--- src/mmt_pkg.sv ---
// Shared constants, types and codes for the matrix multiply with transpose block.
`timescale 1ns / 1ps

package mmt_pkg;

  // Sizing
  localparam int MAX_DIM     = 64;
  localparam int DATA_WIDTH  = 16;
  localparam int STORE_DEPTH = MAX_DIM * MAX_DIM;
  localparam int ADDR_W      = $clog2(STORE_DEPTH);

  // Field widths
  localparam int DIM_W  = 7;
  localparam int SIZE_W = 2 * DIM_W;
  localparam int MODE_W = 2;
  localparam int IDX_W  = 12;
  localparam int VAL_W  = 16;
  localparam int POS_W  = 6;
  localparam int RES_W  = 38;
  localparam int STAT_W = 2;

  // Register port
  localparam int PADDR_W = 5;
  localparam int PDATA_W = 32;
  localparam int RSEL_W  = PADDR_W - 2;

  // Item modes
  localparam logic [MODE_W-1:0] MODE_LD_A = 2'd0;
  localparam logic [MODE_W-1:0] MODE_LD_B = 2'd1;
  localparam logic [MODE_W-1:0] MODE_CALC = 2'd2;
  localparam logic [MODE_W-1:0] MODE_NONE = 2'd3;

  // Status codes
  localparam logic [STAT_W-1:0] STAT_OK    = 2'd0;
  localparam logic [STAT_W-1:0] STAT_DIM   = 2'd1;
  localparam logic [STAT_W-1:0] STAT_RANGE = 2'd2;

  // Register map, word index
  localparam logic [RSEL_W-1:0] REG_ROWS_A  = 3'd0;
  localparam logic [RSEL_W-1:0] REG_COLS_A  = 3'd1;
  localparam logic [RSEL_W-1:0] REG_ROWS_B  = 3'd2;
  localparam logic [RSEL_W-1:0] REG_COLS_B  = 3'd3;
  localparam logic [RSEL_W-1:0] REG_TRANS_A = 3'd4;
  localparam logic [RSEL_W-1:0] REG_TRANS_B = 3'd5;

  typedef logic [DIM_W-1:0]               dim_t;
  typedef logic [ADDR_W-1:0]              addr_t;
  typedef logic signed [DATA_WIDTH-1:0]   data_t;
  typedef logic signed [2*DATA_WIDTH-1:0] prod_t;
  typedef logic signed [RES_W-1:0]        res_t;

  // Effective configuration seen by the datapath
  typedef struct packed {
    dim_t rows_a;
    dim_t cols_a;
    dim_t rows_b;
    dim_t cols_b;
    logic trans_a;
    logic trans_b;
  } cfg_t;

  // Controller to datapath
  typedef struct packed {
    logic latch;
    logic setup;
    logic step;
    logic out_load;
  } cmd_t;

  // Datapath to controller
  typedef struct packed {
    logic run;
    logic last;
    logic pipe_busy;
  } sts_t;

endpackage

--- src/mmt_ctrl.sv ---
// Controller: item sequencing state machine and result valid.
`timescale 1ns / 1ps

module mmt_ctrl (
  input  logic          clk,
  input  logic          rst_n,
  input  logic          in_valid,
  output logic          in_ready,
  output logic          out_valid,
  input  logic          out_ready,
  output mmt_pkg::cmd_t cmd,
  input  mmt_pkg::sts_t sts
);

  typedef enum logic [4:0] {
    ST_IDLE  = 5'b00001,
    ST_SETUP = 5'b00010,
    ST_RUN   = 5'b00100,
    ST_DRAIN = 5'b01000,
    ST_DONE  = 5'b10000
  } state_t;

  state_t state_r, state_nxt;
  logic   out_valid_r, out_valid_nxt;

  // Next state and commands
  always_comb begin
    state_nxt = state_r;
    cmd       = '0;
    case (state_r)
      ST_IDLE: begin
        if (in_valid) begin
          cmd.latch = 1'b1;
          state_nxt = ST_SETUP;
        end
      end
      ST_SETUP: begin
        cmd.setup = 1'b1;
        state_nxt = sts.run ? ST_RUN : ST_DONE;
      end
      ST_RUN: begin
        cmd.step = 1'b1;
        if (sts.last) state_nxt = ST_DRAIN;
      end
      ST_DRAIN: begin
        if (!sts.pipe_busy) state_nxt = ST_DONE;
      end
      ST_DONE: begin
        if (!out_valid_r || out_ready) begin
          cmd.out_load = 1'b1;
          state_nxt    = ST_IDLE;
        end
      end
      default: state_nxt = ST_IDLE;
    endcase
  end

  // Output register valid: refilled in the same cycle it is taken
  always_comb begin
    if (cmd.out_load)   out_valid_nxt = 1'b1;
    else if (out_ready) out_valid_nxt = 1'b0;
    else                out_valid_nxt = out_valid_r;
  end

  always_ff @(posedge clk) begin
    if (!rst_n) begin
      state_r     <= ST_IDLE;
      out_valid_r <= 1'b0;
    end else begin
      state_r     <= state_nxt;
      out_valid_r <= out_valid_nxt;
    end
  end

  assign in_ready  = (state_r == ST_IDLE);
  assign out_valid = out_valid_r;

`ifndef SYNTHESIS
  a_done_drained: assert property (@(posedge clk) disable iff (!rst_n)
    (state_r == ST_DONE) |-> !sts.pipe_busy)
    else $error("result taken before the accumulate pipeline drained");

  a_idle_quiet: assert property (@(posedge clk) disable iff (!rst_n)
    (state_r == ST_IDLE) |-> !sts.pipe_busy)
    else $error("pipeline active while waiting for an item");

  a_valid_source: assert property (@(posedge clk) disable iff (!rst_n)
    $rose(out_valid_r) |-> $past(state_r == ST_DONE))
    else $error("result valid raised outside the completion state");
`endif

endmodule

--- config.mk ---
export PLATFORM = sky130hd
export DESIGN_NAME = mmt_ctrl
export DESIGN_NICKNAME = d
export VERILOG_FILES = /design/src/mmt_pkg.sv /design/src/mmt_ctrl.sv
export SDC_FILE = /design/constraint.sdc
export NUM_CORES = 1
export LEC_CHECK = 0
export BUFFER_PORTS_ARGS = -buffer_cell sky130_fd_sc_hd__buf_2
export CELL_PAD_IN_SITES_DETAIL_PLACEMENT = 1
export CELL_PAD_IN_SITES_GLOBAL_PLACEMENT = 1
export CORE_AREA = 2 2 39 41
export DETAILED_ROUTE_END_ITERATION = 10
export DIE_AREA = 0 0 41 43
export GPL_TIMING_DRIVEN = 0
export HOLD_SLACK_MARGIN = 0.1
export PLACE_DENSITY = 0.76
export SYNTH_ARGS = -nofsm -noshare
export SYNTH_HDL_FRONTEND = slang
export SYNTH_SLANG_ARGS = --single-unit
--- constraint.sdc ---
create_clock -name clk -period 1.6 [get_ports clk]
set_clock_uncertainty 0.15 [all_clocks]
set_input_delay 0.16 -clock clk [delete_from_list [all_inputs] [get_ports clk]]
set_output_delay 0.16 -clock clk [all_outputs]
set_load 0.01 [all_outputs]
[After elaboration in Yosys (flattened, before gate mapping)]
Cells that the tools add are included.
Storage, ports and cells
  register bits: 6
  input port bits: 7
  output and inout bits: 6
  word-level logic and storage cells: 29
Cells by class
  eq/ne operators: 9
  mux-type cells: 14
  reductions and logical operators: 4
Operators by type and width (count)
  two-way mux 5 bit: 5
  one-hot mux 5 bit (5 select lines): 1
  two-way mux 1 bit: 8
  inequality test 2 bit (second input constant): 4
  == test 5 x 1 -> 1 bit (second input constant): 1
  == test 5 x 2 -> 1 bit (second input constant): 1
  == test 5 x 3 -> 1 bit (second input constant): 1
  == test 5 x 4 -> 1 bit (second input constant): 1
  == test 5 bit (second input constant): 1
  AND reduction 4 bit: 1
  nonzero test 2 bit: 1
  logical NOT 1 bit: 1
  logical OR 1 bit: 1

[Longest topological paths before layout]
  depth in word-level cells: 5
  gate-level depth with buffers: 5
  mapped depth without buffers: 4

[Least setup slack after synthesis]
OpenSTA, ideal clock, no wires.
  kind: register to output
  start: reg state_r[2]
  end: out cmd[0] (netlist bit)
  arrival: 950 ps
  required time: 1290 ps
  setup slack: 340 ps
  stages on the path, launching flop included: 6
  buffers on the path: 2
  cell sequence: dfxtp_1 buf_6 nor2_4 and3_1 nor2b_1 buf_4
RTL lines
  from (decl): line mmt_ctrl.sv:23  | state_t state_r, state_nxt;
  from (signal assigned): line mmt_ctrl.sv:70  | state_r <= state_nxt;
  to (decl): line mmt_ctrl.sv:11  | output mmt_pkg::cmd_t cmd,

==> impl_metrics.yaml <==
grt:
  overflow: 0
  gr-usage-all-layers: 0.140
  antenna_found_initial: 0
  grt_start_max_net_pins: 9
  grt_pass1_wl_um: 1630
  grt_pass1_vias: 415
logic_synthesis:
  syn_inst: 47
  netlist.area_leader.share: 0.317
  netlist_area_um2: 379
  ys_types: 23
  synthesis.nets: 54
  ys_warn_count: 0
  synthTopCellsByArea: "dfxtp_1 (32%), nor2_1 (7.9%), and3_1 (6.6%)"
  seq_area_frac_synth: 0.317
  yosys.area.top_type: "dfxtp_1"
  synth.avg_cell_area_um2: 8.07
  ys_ff_latch: 6
cells_and_area:
  fin_nets: 77
  final-seq-area_um2: 124
  multi_input_area_um2: 234
  antenna_cells: 0
  layout_commonest_cell: "buf_2"
  syn_to_final_growth_pct: 48.5
  nFillCells: 175
  drive_above_1_share: 0.412
  utilization: 0.407
  final_cell_mix: "buf_2 (11), nor2_1 (8), dlygate4sd3_1 (4)"
sta:
  min_period_ps: 1550
  fmax_mhz: 645
  hold_violations: 0
  setup_violations: 0
  timing.final.ws_setup_ps: 49.1
  tightest_slew_ps: 412
  slew_headroom: 0.725
  rsz0062_at_grt: "yes"
  finalMaxSlewViolations: 0
  timing.final.crit_share: 0.969
detailed_routing:
  avgRoutedWirePerCell_um: 11.9
  vias: 407
  wl_um: 996
  drtIter0Drc: 2
  final_antenna_net_count: 0
  dr.pass1.iters: 2
  viasPerCell: 4.85
  drcViolationCount: 0
placement:
  dp_hpwl_um: 764
  place_ws_ps: 75.5
  place_congestion: 0.677
  numPortBuffers: 12
floorplanning:
  ios: 13
  die_area_um2: 1760
  die-width_um: 41
  fp.dieH_um: 43
  rows: 14
  initial_core_util: 0.274
  core_area_um2: 1380
critical_path:
  crit_type: "flop to primary output"
  rr_worst_depth: 6
  required_ps: 1290
  cp_max_fo: 4
  r2r_end: "state_r[0]"
  r2r_start: "state_r[2]"
  worstSetupStartpointType: "flop"
  cp.arrival_ps: 1240
  ff2ff_setup_slack_ps: 220
  end_kind: "primary output"
worst_hold_path:
  hp-class: "primary input to flop"
  hold_path_depth: 4
  min_to: "out_valid"
  min_from: "out_ready"
clocking:
  cts_buffers: 3
  cts_tree: "yes"
  path_clk_slew_ps: 40
  ctsHtreeMaxLevel: 1
  numClockSinks: 6
  clk_latency_ps: 240
  cts_root_buffer: "clkbuf_4"
  clockBufferDepth: 2
job:
  drv_cap: 0
outcome:
  status: "finished clean"
pwr:
  p_leak_nw: 0.266
  p_per_area_nw_per_um2: 621
  ir_drop_mv: 0.204
-- through the flow --
stage | cells | power (mW) | instance area (um2) | hold slack, ps | setup TNS (ps)
after global placement | 75 | 0.207 | 459 | 230 | 0
after CTS | 83 | 0.353 | 551 | 124 | 0
final | 84 | 0.350 | 563 | 125 | 0
after floorplan | 47 | 0.188 | 379 | 90.0 | 0
after global routing | 84 | 0.371 | 563 | 169 | -43.0
after detailed placement | 75 | 0.208 | 459 | 235 | 0
-- synth_stat cells --
master / n
nor2_1: 8
dfxtp_1: 6
and3_1: 4
a21oi_1: 3
inv_1: 3
nand2_1: 3
buf_4: 2
nor2b_1: 2
o21ai_1: 2
a31oi_1: 1
a32o_1: 1
and3b_1: 1
buf_6: 1
mux2i_1: 1
nand2b_1: 1
nand4_1: 1
nand4b_1: 1
nor2_4: 1
nor3_2: 1
nor3b_1: 1
nor4b_1: 1
nor4b_2: 1
xor2_1: 1
-- flip-flops by register name, indices dropped and copies added, names as in the netlist --
register,cells
state_r,5
out_valid,1
-- routing by layer --
layer / vias up / share of wire / global-route usage
met1: 189 / 0.41 / 0.147
met4: 0 / 0.020 / 0.120
met5: - / 0 / 0
li1: 208 / - / -
met3: 2 / 0.030 / 0.0157
met2: 8 / 0.54 / 0.228
-- what timing repair did --
item                                    CTS  global route
gates cloned                              0             0
buffers inserted                          2             2
hold buffers                              4             0
hold endpoints to repair                  5             0
resized for setup                         6             2
pin swaps                                 1             2
endpoints found under the setup margin    1             2
-- worst max path at each step --
| stage | slack, ps | depth (start not counted) | startpoint | to |
|---|---|---|---|---|
| 4_1_cts | 6 | 6 | state_r[2] | cmd[0] |
| 5_1_grt | -40 | 6 | state_r[2] | cmd[3] |
| 6_report | 50 | 6 | state_r[2] | cmd[3] |
| 3_5_place_dp | 80 | 6 | state_r[2] | cmd[0] |
| 3_3_place_gp | 160 | 6 | state_r[2] | cmd[0] |
| 2_1_floorplan | 340 | 5 | state_r[2] | cmd[0] |
-- report_power, final --
part | internal, mW | total, mW | switching [mW]
Combinational | 0.0289 | 0.0531 | 0.0243
Sequential | 0.155 | 0.161 | 0.00656
Clock | 0.0846 | 0.136 | 0.0509
-- area by class of cell --
cell class	count	share of cell area
multi-input combinational	35	0.416
tap	16	0.0356
sequential	6	0.220
buffer	1	0.0200
inverter	3	0.0200
timing repair buffer	20	0.249
clock buffer	3	0.0400
-- cells by family after synthesis --
group	after synthesis	synth area share
AO/OA/AOI/OAI	7	0.109
XOR/XNOR	1	0.0231
buffers and inverters	6	0.0990
flip-flops	6	0.317
multiplexers	1	0.0264
AND/OR/NAND/NOR	26	0.426
-- worst max-delay path, cell delays in order, from the launching register on --
cell	delay [ps]
dfxtp_2	310
buf_6	110
nor2_4	110
buf_6	110
nand4_1	150
inv_1	80
buf_2	120
Note: power is estimated with default switching activity, not from simulation.
