[src/mmt_pkg.sv]
// Shared constants, types and codes for the matrix multiply with transpose block.
`timescale 1ns / 1ps

package mmt_pkg;

  // Sizing
  localparam int MAX_DIM     = 64;
  localparam int DATA_WIDTH  = 16;
  localparam int STORE_DEPTH = MAX_DIM * MAX_DIM;
  localparam int ADDR_W      = $clog2(STORE_DEPTH);

  // Field widths
  localparam int DIM_W  = 7;
  localparam int SIZE_W = 2 * DIM_W;
  localparam int MODE_W = 2;
  localparam int IDX_W  = 12;
  localparam int VAL_W  = 16;
  localparam int POS_W  = 6;
  localparam int RES_W  = 38;
  localparam int STAT_W = 2;

  // Register port
  localparam int PADDR_W = 5;
  localparam int PDATA_W = 32;
  localparam int RSEL_W  = PADDR_W - 2;

  // Item modes
  localparam logic [MODE_W-1:0] MODE_LD_A = 2'd0;
  localparam logic [MODE_W-1:0] MODE_LD_B = 2'd1;
  localparam logic [MODE_W-1:0] MODE_CALC = 2'd2;
  localparam logic [MODE_W-1:0] MODE_NONE = 2'd3;

  // Status codes
  localparam logic [STAT_W-1:0] STAT_OK    = 2'd0;
  localparam logic [STAT_W-1:0] STAT_DIM   = 2'd1;
  localparam logic [STAT_W-1:0] STAT_RANGE = 2'd2;

  // Register map, word index
  localparam logic [RSEL_W-1:0] REG_ROWS_A  = 3'd0;
  localparam logic [RSEL_W-1:0] REG_COLS_A  = 3'd1;
  localparam logic [RSEL_W-1:0] REG_ROWS_B  = 3'd2;
  localparam logic [RSEL_W-1:0] REG_COLS_B  = 3'd3;
  localparam logic [RSEL_W-1:0] REG_TRANS_A = 3'd4;
  localparam logic [RSEL_W-1:0] REG_TRANS_B = 3'd5;

  typedef logic [DIM_W-1:0]               dim_t;
  typedef logic [ADDR_W-1:0]              addr_t;
  typedef logic signed [DATA_WIDTH-1:0]   data_t;
  typedef logic signed [2*DATA_WIDTH-1:0] prod_t;
  typedef logic signed [RES_W-1:0]        res_t;

  // Effective configuration seen by the datapath
  typedef struct packed {
    dim_t rows_a;
    dim_t cols_a;
    dim_t rows_b;
    dim_t cols_b;
    logic trans_a;
    logic trans_b;
  } cfg_t;

  // Controller to datapath
  typedef struct packed {
    logic latch;
    logic setup;
    logic step;
    logic out_load;
  } cmd_t;

  // Datapath to controller
  typedef struct packed {
    logic run;
    logic last;
    logic pipe_busy;
  } sts_t;

endpackage

[src/mmt_cfg.sv]
// Register file on the APB-style port, with dimension saturation.
`timescale 1ns / 1ps

module mmt_cfg (
  input  logic                         clk,
  input  logic                         rst_n,
  input  logic                         psel,
  input  logic                         penable,
  input  logic                         pwrite,
  input  logic [mmt_pkg::PADDR_W-1:0]  paddr,
  input  logic [mmt_pkg::PDATA_W-1:0]  pwdata,
  output logic [mmt_pkg::PDATA_W-1:0]  prdata,
  output logic                         pready,
  output mmt_pkg::cfg_t                cfg
);

  mmt_pkg::dim_t rows_a_r, rows_a_nxt;
  mmt_pkg::dim_t cols_a_r, cols_a_nxt;
  mmt_pkg::dim_t rows_b_r, rows_b_nxt;
  mmt_pkg::dim_t cols_b_r, cols_b_nxt;
  logic          trans_a_r, trans_a_nxt;
  logic          trans_b_r, trans_b_nxt;

  logic                        wr_en;
  logic [mmt_pkg::RSEL_W-1:0]  sel;

  // Clamp a dimension to MAX_DIM, the largest the stores hold
  function automatic mmt_pkg::dim_t sat_dim(input mmt_pkg::dim_t d);
    if (int'(d) > mmt_pkg::MAX_DIM) begin
      return mmt_pkg::DIM_W'(mmt_pkg::MAX_DIM);
    end
    return d;
  endfunction

  assign pready = 1'b1;
  assign wr_en  = psel & penable & pwrite;
  assign sel    = paddr[mmt_pkg::PADDR_W-1:2];

  // Write decode
  always_comb begin
    rows_a_nxt  = rows_a_r;
    cols_a_nxt  = cols_a_r;
    rows_b_nxt  = rows_b_r;
    cols_b_nxt  = cols_b_r;
    trans_a_nxt = trans_a_r;
    trans_b_nxt = trans_b_r;
    if (wr_en) begin
      case (sel)
        mmt_pkg::REG_ROWS_A:  rows_a_nxt  = pwdata[mmt_pkg::DIM_W-1:0];
        mmt_pkg::REG_COLS_A:  cols_a_nxt  = pwdata[mmt_pkg::DIM_W-1:0];
        mmt_pkg::REG_ROWS_B:  rows_b_nxt  = pwdata[mmt_pkg::DIM_W-1:0];
        mmt_pkg::REG_COLS_B:  cols_b_nxt  = pwdata[mmt_pkg::DIM_W-1:0];
        mmt_pkg::REG_TRANS_A: trans_a_nxt = pwdata[0];
        mmt_pkg::REG_TRANS_B: trans_b_nxt = pwdata[0];
        default: ;
      endcase
    end
  end

  always_ff @(posedge clk) begin
    if (!rst_n) begin
      rows_a_r  <= mmt_pkg::dim_t'(1);
      cols_a_r  <= mmt_pkg::dim_t'(1);
      rows_b_r  <= mmt_pkg::dim_t'(1);
      cols_b_r  <= mmt_pkg::dim_t'(1);
      trans_a_r <= 1'b0;
      trans_b_r <= 1'b0;
    end else begin
      rows_a_r  <= rows_a_nxt;
      cols_a_r  <= cols_a_nxt;
      rows_b_r  <= rows_b_nxt;
      cols_b_r  <= cols_b_nxt;
      trans_a_r <= trans_a_nxt;
      trans_b_r <= trans_b_nxt;
    end
  end

  // Read back the raw register values
  always_comb begin
    case (sel)
      mmt_pkg::REG_ROWS_A:  prdata = mmt_pkg::PDATA_W'(rows_a_r);
      mmt_pkg::REG_COLS_A:  prdata = mmt_pkg::PDATA_W'(cols_a_r);
      mmt_pkg::REG_ROWS_B:  prdata = mmt_pkg::PDATA_W'(rows_b_r);
      mmt_pkg::REG_COLS_B:  prdata = mmt_pkg::PDATA_W'(cols_b_r);
      mmt_pkg::REG_TRANS_A: prdata = mmt_pkg::PDATA_W'(trans_a_r);
      mmt_pkg::REG_TRANS_B: prdata = mmt_pkg::PDATA_W'(trans_b_r);
      default:              prdata = '0;
    endcase
  end

  // Effective sizes
  assign cfg.rows_a  = sat_dim(rows_a_r);
  assign cfg.cols_a  = sat_dim(cols_a_r);
  assign cfg.rows_b  = sat_dim(rows_b_r);
  assign cfg.cols_b  = sat_dim(cols_b_r);
  assign cfg.trans_a = trans_a_r;
  assign cfg.trans_b = trans_b_r;

endmodule

[config.mk]
export PLATFORM = sky130hd
export DESIGN_NAME = mmt_cfg
export DESIGN_NICKNAME = d
export VERILOG_FILES = /design/src/mmt_pkg.sv /design/src/mmt_cfg.sv
export SDC_FILE = /design/constraint.sdc
export NUM_CORES = 1
export LEC_CHECK = 0
export BUFFER_PORTS_ARGS = -buffer_cell sky130_fd_sc_hd__buf_4
export CORE_ASPECT_RATIO = 0.75
export CORE_MARGIN = 2
export CORE_UTILIZATION = 44
export DETAILED_ROUTE_END_ITERATION = 12
export PLACE_DENSITY = 0.81
export SLEW_MARGIN = 15
export SYNTH_ARGS = -nofsm -noshare
export SYNTH_HDL_FRONTEND = slang
export SYNTH_SLANG_ARGS = --single-unit
[constraint.sdc]
create_clock -name clk -period 1.4 [get_ports clk]
set_input_delay 0.07 -clock clk [delete_from_list [all_inputs] [get_ports clk]]
set_output_delay 0.07 -clock clk [all_outputs]
set_load 0.02 [all_outputs]
Word level (Yosys, flattened, before mapping)
Index checks and enable logic that the tools add are counted.

cells by class
  magnitude comparators = 4
  eq/ne operators = 5
  muxes and demuxes = 13
  bitwise gates (word level) = 2
  reduce and logical (&&, ||, !) cells = 7

operators by type and width
  operator            number
  $mux 7              8
  $pmux 7 s6          1
  $gt 7x7->1 const B  4
  $reduce_and 2->1    6
  $eq 3x2->1 const B  2
  $eq 3x3->1 const B  2
  $mux 1              4
  $eq 3x1->1 const B  1
  $logic_not 3->1     1
  $and 1x1->1         2

word-level totals
  register bits = 30
  input port bits = 42
  output and inout port bits = 63
  word-level logic and storage cells = 37

Longest topological paths before layout
Gate-level depths: netlist of run 1.

  word-level depth = 3
  mapped depth = 5
  gate-level depth less buffers = 3

Least setup slack after synthesis of run 1
OpenSTA, ideal clock, no wires.

  path type = reg2out
  start = register trans_b_r
  end = output prdata[0] (netlist name)
  arrival time = 1062 ps
  required time = 1330 ps
  slack = 268 ps
  stages on the path, launching flop included = 3
  path buffers = 0
  cells stage by stage = dfxtp_1 mux4_2 mux2_2

on the way
  word-level cells in the longest chain between the ends = 1

ends and longest elaborated chain
  item                      line           RTL
  start: declaration        mmt_cfg.sv:22  logic trans_b_r, trans_b_nxt;
  start signal: assignment  mmt_cfg.sv:74  trans_b_r <= trans_b_nxt;
  $pmux 7 s6                mmt_cfg.sv:80  case (sel)
  end: declaration          mmt_cfg.sv:12  output logic [mmt_pkg::PDATA_W-1:0] prdata,

No other way between the ends.

Final worst setup path of run 1
Same ends and word-level chain as after synthesis.

==> results of run 1 <==
-- metrics by stage --
step	setup TNS, ns	utilization	hold slack [ns]	instances
after CTS	-0.2318	0.5802	0.07185	304
after detailed placement	0	0.5333	0.3792	288
after floorplan	0	-	0.2310	213
after global placement	0	0.5333	0.3749	288
final	-0.1909	0.5931	0.08012	307
after global routing	-0.3233	0.5931	0.08451	307
-- cells in the mapped netlist (2+ instances only) --
master     n
conb_1     2
buf_6      2
dfxtp_1   30
nor2b_1   35
nor2_2     2
buf_2      3
clkbuf_1   8
nand2_1   32
mux4_2     7
buf_4     28
mux2i_1   29
-- state kept, by name (all words and copies together) (netlist names) --
signal / cells
rows_b_r: 7
trans_a_r: 1
cols_b_r: 7
trans_b_r: 1
cols_a_r: 7
rows_a_r: 7
-- cells by family (layout without fill, tap and decap cells) --
logic type             count (synthesis)  after routing  synth area share
AND/OR/NAND/NOR                       75             75            0.2274
buffers and inverters                 41             80            0.1558
multiplexers                          37             37            0.2575
flip-flops                            30             30            0.3368
AO/OA/AOI/OAI                          4              4           0.01825
other                                  2             26          0.004212
-- per-layer routing --
metal	vias to the layer above	wire length, um	GRT usage
met1	683	1911	0.2309
met5	-	0	0
met3	6	272	0.06098
li1	697	-	-
met2	54	2005	0.3193
met4	0	78	0.07908
-- final timing paths --
path,start,end,slack [ns]
setup / recovery,trans_b_r,prdata[0],-0.16
hold / removal,pwdata[0],trans_a_r,0.08
setup reg to reg,rows_b_r[6],rows_b_r[6],0.65
hold reg to reg,rows_a_r[4],rows_a_r[4],0.47
-- power breakdown --
group	leakage, nW	switching, W	internal [W]	total, W
logic	0.803	0.000158	0.0000825	0.000241
clock network	0.0383	0.000321	0.000342	0.000663
registers	0.251	0.00000377	0.000860	0.000864
total	1.09	0.000483	0.00128	0.00177
-- timing repair --
action / 4_1_cts / 5_1_grt
resized for setup: 19 / 9
buffers inserted: 9 / 3
pin swaps: 0 / 0
endpoints found under the setup margin: 7 / 7
gates cloned: 0 / 0
-- worst max-delay path, cell delays in order (launching register included) --
cell     delay [ns]
dfxtp_2        0.33
mux4_2         0.46
mux2_2         0.29
buf_6          0.13
-- cell usage in the layout, fill, tap and decap left out, drive strengths merged --
cell / count
nor2: 3
mux2i: 29
nor2b: 35
conb: 26
mux2: 1
nor3b: 1
clkbuf: 7
o211ai: 1
buf: 73
dfxtp: 30
mux4: 7
o41ai: 1
or3: 1
o311ai: 1
nand2: 32
o31ai: 1
nand4b: 1
nand4: 1
nand2b: 1
-- area by class of cell --
class                      instances  area share
multi-input combinational        142      0.4343
clock buffer                       7     0.03234
timing repair buffer              73      0.2402
tap                               55     0.02916
sequential                        30      0.2641
==> results.json, run 1 <==
{
  "violations": "negative setup slack",
  "synth_area_mm2": 0.001783,
  "wirelength_mm": 4.268,
  "maxCapViolCount": 0,
  "postSynth.topFlopCell": "dfxtp_1",
  "syn_inst": 189,
  "initial_utilization": 0.4481,
  "dieHeight_um": 59.13,
  "drive_gt1_frac": 0.4405,
  "htreeDepth": 2,
  "min_period_ns": 1.556,
  "clkLatencyLatePin_ns": 0.28,
  "coreArea_mm2": 0.003979,
  "cts.path.max_buffers": 2,
  "grt_setup_unrepaired": "yes",
  "cts_made_buffers": 5,
  "num-fill-cells": 356,
  "avgSynthCellArea_um2": 9.434,
  "grt_pass1_vias": 1355,
  "drtIter0Drc": 39,
  "cts.sink_count": 30,
  "ff2ff_path_depth": 3,
  "yosysTopAreaCell": "dfxtp_1",
  "end_kind": "output pin",
  "dpl.hpwl_mm": 2.897,
  "ys_types": 22,
  "status": "finished with violations",
  "ys_async_sr_fraction": 0,
  "detail-route-antenna-nets": 0,
  "placed_cell_area_mm2": 0.002122,
  "grt_pass1_wl_mm": 6.506,
  "ys_ff_latch": 30,
  "vdd_drop_max_v": 0.0004855,
  "grt-ovfl-total": 0,
  "gp_congestion": 0.8312,
  "p_leak_nw": 1.092,
  "via_per_inst": 4.691,
  "num_vias": 1440,
  "dieWidth_um": 77.51,
  "hold_path_depth": 3,
  "powerDensity_mw_per_mm2": 749.1,
  "cp.arrival_ns": 1.49,
  "synth_top_area_share": 0.3368,
  "wl_per_cell_um": 13.90,
  "drv_slew": 0,
  "finalHoldViolCount": 0,
  "critPathMaxFanout": 2,
  "grt_max_degree": 32,
  "yosys-top-cells-area": "dfxtp_1 34%, mux2i_1 16%, nor2b_1 12%, buf_4 12%, mux4_2 8.8%",
  "register_area_um2": 623.1,
  "drc": 0,
  "setup_viol": 3,
  "skew_ns": 0,
  "power_w": 0.001768,
  "period_share": 1.111,
  "die_area_mm2": 0.004583,
  "drt-pass1-iter-count": 4,
  "fin_ws_ns": -0.1557,
  "worst-setup-path-type": "flop to output pin",
  "required_ns": 1.33,
  "design_area_mm2": 0.002360,
  "clkTransAtPathRegs_ns": 0.06,
  "fmax_mhz": 642.8,
  "port_buffers": 51,
  "pre_cts_ws_ns": 0.1139,
  "cts_tree": "done",
  "cts_hold_buffers": 0,
  "yosysWarnings": 0,
  "setup.worst_path.start_class": "flop",
  "root_buffer": "clkbuf_8",
  "synth_edf_count": 0,
  "finish.net_count": 294,
  "grt_use_total": 0.1906,
  "area_growth_syn_to_layout_pct": 32.35,
  "diodes": 0,
  "num_rows": 20,
  "seq_area_frac_synth": 0.3368,
  "min_path_type": "primary input to flop",
  "multiInputGateArea_mm2": 0.001025,
  "io_pins": 105,
  "antenna_found_initial": 0
}
Power figures use the tool's default switching activity.
==> run 2, diff against run 1 <==
- ABC_CLOCK_PERIOD_IN_PS: not set -> 1400
- REMOVE_ABC_BUFFERS: not set -> 1
==> run 2 against run 1 <==
The run still ends with negative setup slack left. Clock-buffer cell count did not move. Global-route usage rose by 0.76 points. Power rose by 3.9%. Clock power rose by 9.5%. Maximum frequency rose by 0.57%. Combinational power rose by 2%. Non-clock buffer count fell by 3. First-iteration DRC count fell by 33%. Sequential cell count did not move. Critical path depth did not move. Hold slack improved by 0.0079 ns. Sequential share of layout area fell by 0.084 points. Largest cell class unchanged. Highest routed layer unchanged.
==> results.json, run 2 (synthesized netlist as in run 1, its figures left out) <==
{
  "p_leak_nw": 1.089,
  "grt-ovfl-total": 0,
  "worst-setup-path-type": "flop to output pin",
  "drtIter0Drc": 26,
  "min_path_type": "primary input to flop",
  "cts.sink_count": 30,
  "violations": "negative setup slack",
  "required_ns": 1.33,
  "grt_pass1_vias": 1373,
  "crit_path_max_incr_delay_ns": 0.46,
  "finish.net_count": 291,
  "setup_viol": 4,
  "hold_start": "pwdata[0]",
  "grt_max_degree": 26,
  "port_buffers": 51,
  "setup-tns-final_ns": -0.1721,
  "dieWidth_um": 77.51,
  "num_vias": 1436,
  "via_per_inst": 4.708,
  "maxCapViolCount": 0,
  "fin_ws_ns": -0.1469,
  "clkTransAtPathRegs_ns": 0.07,
  "drt-pass1-iter-count": 4,
  "dpl.hpwl_mm": 3.014,
  "r2r-start": "rows_a_r[6]",
  "cts_tree": "done",
  "cts.path.max_buffers": 2,
  "fin_cells": 305,
  "rrSetupSlack_ns": 0.64,
  "cts_made_buffers": 5,
  "status": "finished with violations",
  "drc": 0,
  "grt_use_total": 0.1981,
  "ff2ff_path_depth": 3,
  "htreeDepth": 2,
  "setup.worst_path.start_class": "flop",
  "powerDensity_mw_per_mm2": 775.6,
  "gp_congestion": 0.8032,
  "io_pins": 105,
  "placed_cells": 289,
  "period_share": 1.105,
  "antenna_found_initial": 0,
  "grt_setup_unrepaired": "yes",
  "finalHoldViolCount": 0,
  "dieHeight_um": 59.13,
  "num_rows": 20,
  "multiInputGateArea_mm2": 0.001036,
  "root_buffer": "clkbuf_8",
  "holdPathEnd": "trans_a_r",
  "cp.arrival_ns": 1.48,
  "critPathMaxFanout": 2,
  "wl_per_cell_um": 14.37,
  "min_period_ns": 1.547,
  "coreArea_mm2": 0.003979,
  "clkLatencyLatePin_ns": 0.29,
  "num-fill-cells": 342,
  "crit_chain": "mux4_2 > mux2_4 > buf_6",
  "cts_hold_buffers": 0,
  "fmax_mhz": 646.5,
  "initial_utilization": 0.4481,
  "drive_gt1_frac": 0.4440,
  "pre_cts_ws_ns": 0.08404,
  "register_area_um2": 623.1,
  "timing.rr.end": "rows_a_r[6]",
  "final_common_cell": "buf_4",
  "end_kind": "output pin",
  "die_area_mm2": 0.004583,
  "skew_ns": 0,
  "area_growth_syn_to_layout_pct": 32.77,
  "detail-route-antenna-nets": 0,
  "hold_path_depth": 3,
  "drv_slew": 0,
  "layout_common_cells": "64 x buf_4, 32 x nand2_1, 30 x nor2b_1, 29 x mux2i_1, 26 x conb_1",
  "diodes": 0,
  "vdd_drop_max_v": 0.0004368,
  "wirelength_mm": 4.382,
  "grt_pass1_wl_mm": 6.734,
  "slowest_stage": "mux4_2"
}
-- run 2: cell types whose count changed in the layout (fill, tap and decap cells not counted), sizes merged --
cell    change
clkinv      +1
buf         -3
-- run 2: power by group --
group          internal (W)  switching (W)
registers          0.000860     0.00000381
logic             0.0000851       0.000161
clock network      0.000396       0.000330
-- run 2: layout make-up --
| class | instances | share of cell area |
|---|---|---|
| Multi-Input combinational cell | 142 | 0.4376 |
| Tap cell | 55 | 0.02907 |
| Timing Repair Buffer | 70 | 0.2315 |
| Clock buffer | 7 | 0.03647 |
| Sequential cell | 30 | 0.2632 |
| Clock inverter | 1 | 0.002114 |
-- run 2: worst max-delay path, delay by kind of cell, from the launching register on --
kind / cells / cell delay (ns)
muxes: 2 / 0.74
DFF: 1 / 0.32
buffers and inverters: 1 / 0.13
-- run 2: layer usage --
| layer | wire, um | vias to the layer above | GRT usage | part of all wire |
|---|---|---|---|---|
| li1 | - | 692 | - | - |
| met3 | 307 | 7 | 0.06860 | 0.070 |
| met5 | 0 | - | 0 | 0 |
| met4 | 50 | 0 | 0.07143 | 0.011 |
| met2 | 2054 | 59 | 0.3292 | 0.47 |
| met1 | 1969 | 678 | 0.2433 | 0.45 |
-- run 2: worst max path at each step --
stage	slack, ns	to	start
3_5_place_dp	0.08	rows_a_r[4]	paddr[4]
4_1_cts	-0.15	prdata[0]	trans_b_r
2_1_floorplan	0.003	rows_b_r[0]	paddr[4]
6_report	-0.15	prdata[0]	trans_b_r
5_1_grt	-0.18	prdata[0]	trans_b_r
3_3_place_gp	0.11	rows_a_r[6]	paddr[4]
-- run 2: through the flow --
| stage | util | instance area [um^2] | power (W) | hold WS [ns] |
|---|---|---|---|---|
| 2_1_floorplan | - | 1595 | 0.001010 | 0.1709 |
| 3_3_place_gp | 0.5352 | 2130 | 0.001112 | 0.3690 |
| 3_5_place_dp | 0.5352 | 2130 | 0.001114 | 0.3831 |
| 4_1_cts | 0.5912 | 2352 | 0.001846 | 0.06949 |
| 5_1_grt | 0.5950 | 2367 | 0.001907 | 0.1014 |
| 6_report | 0.5950 | 2367 | 0.001836 | 0.08804 |
-- run 2: repair_timing --
action / CTS / global route
endpoints found under the setup margin: 7 / 7
setup buffers: 7 / 1
pin swaps: 0 / 0
gates resized for setup: 26 / 6
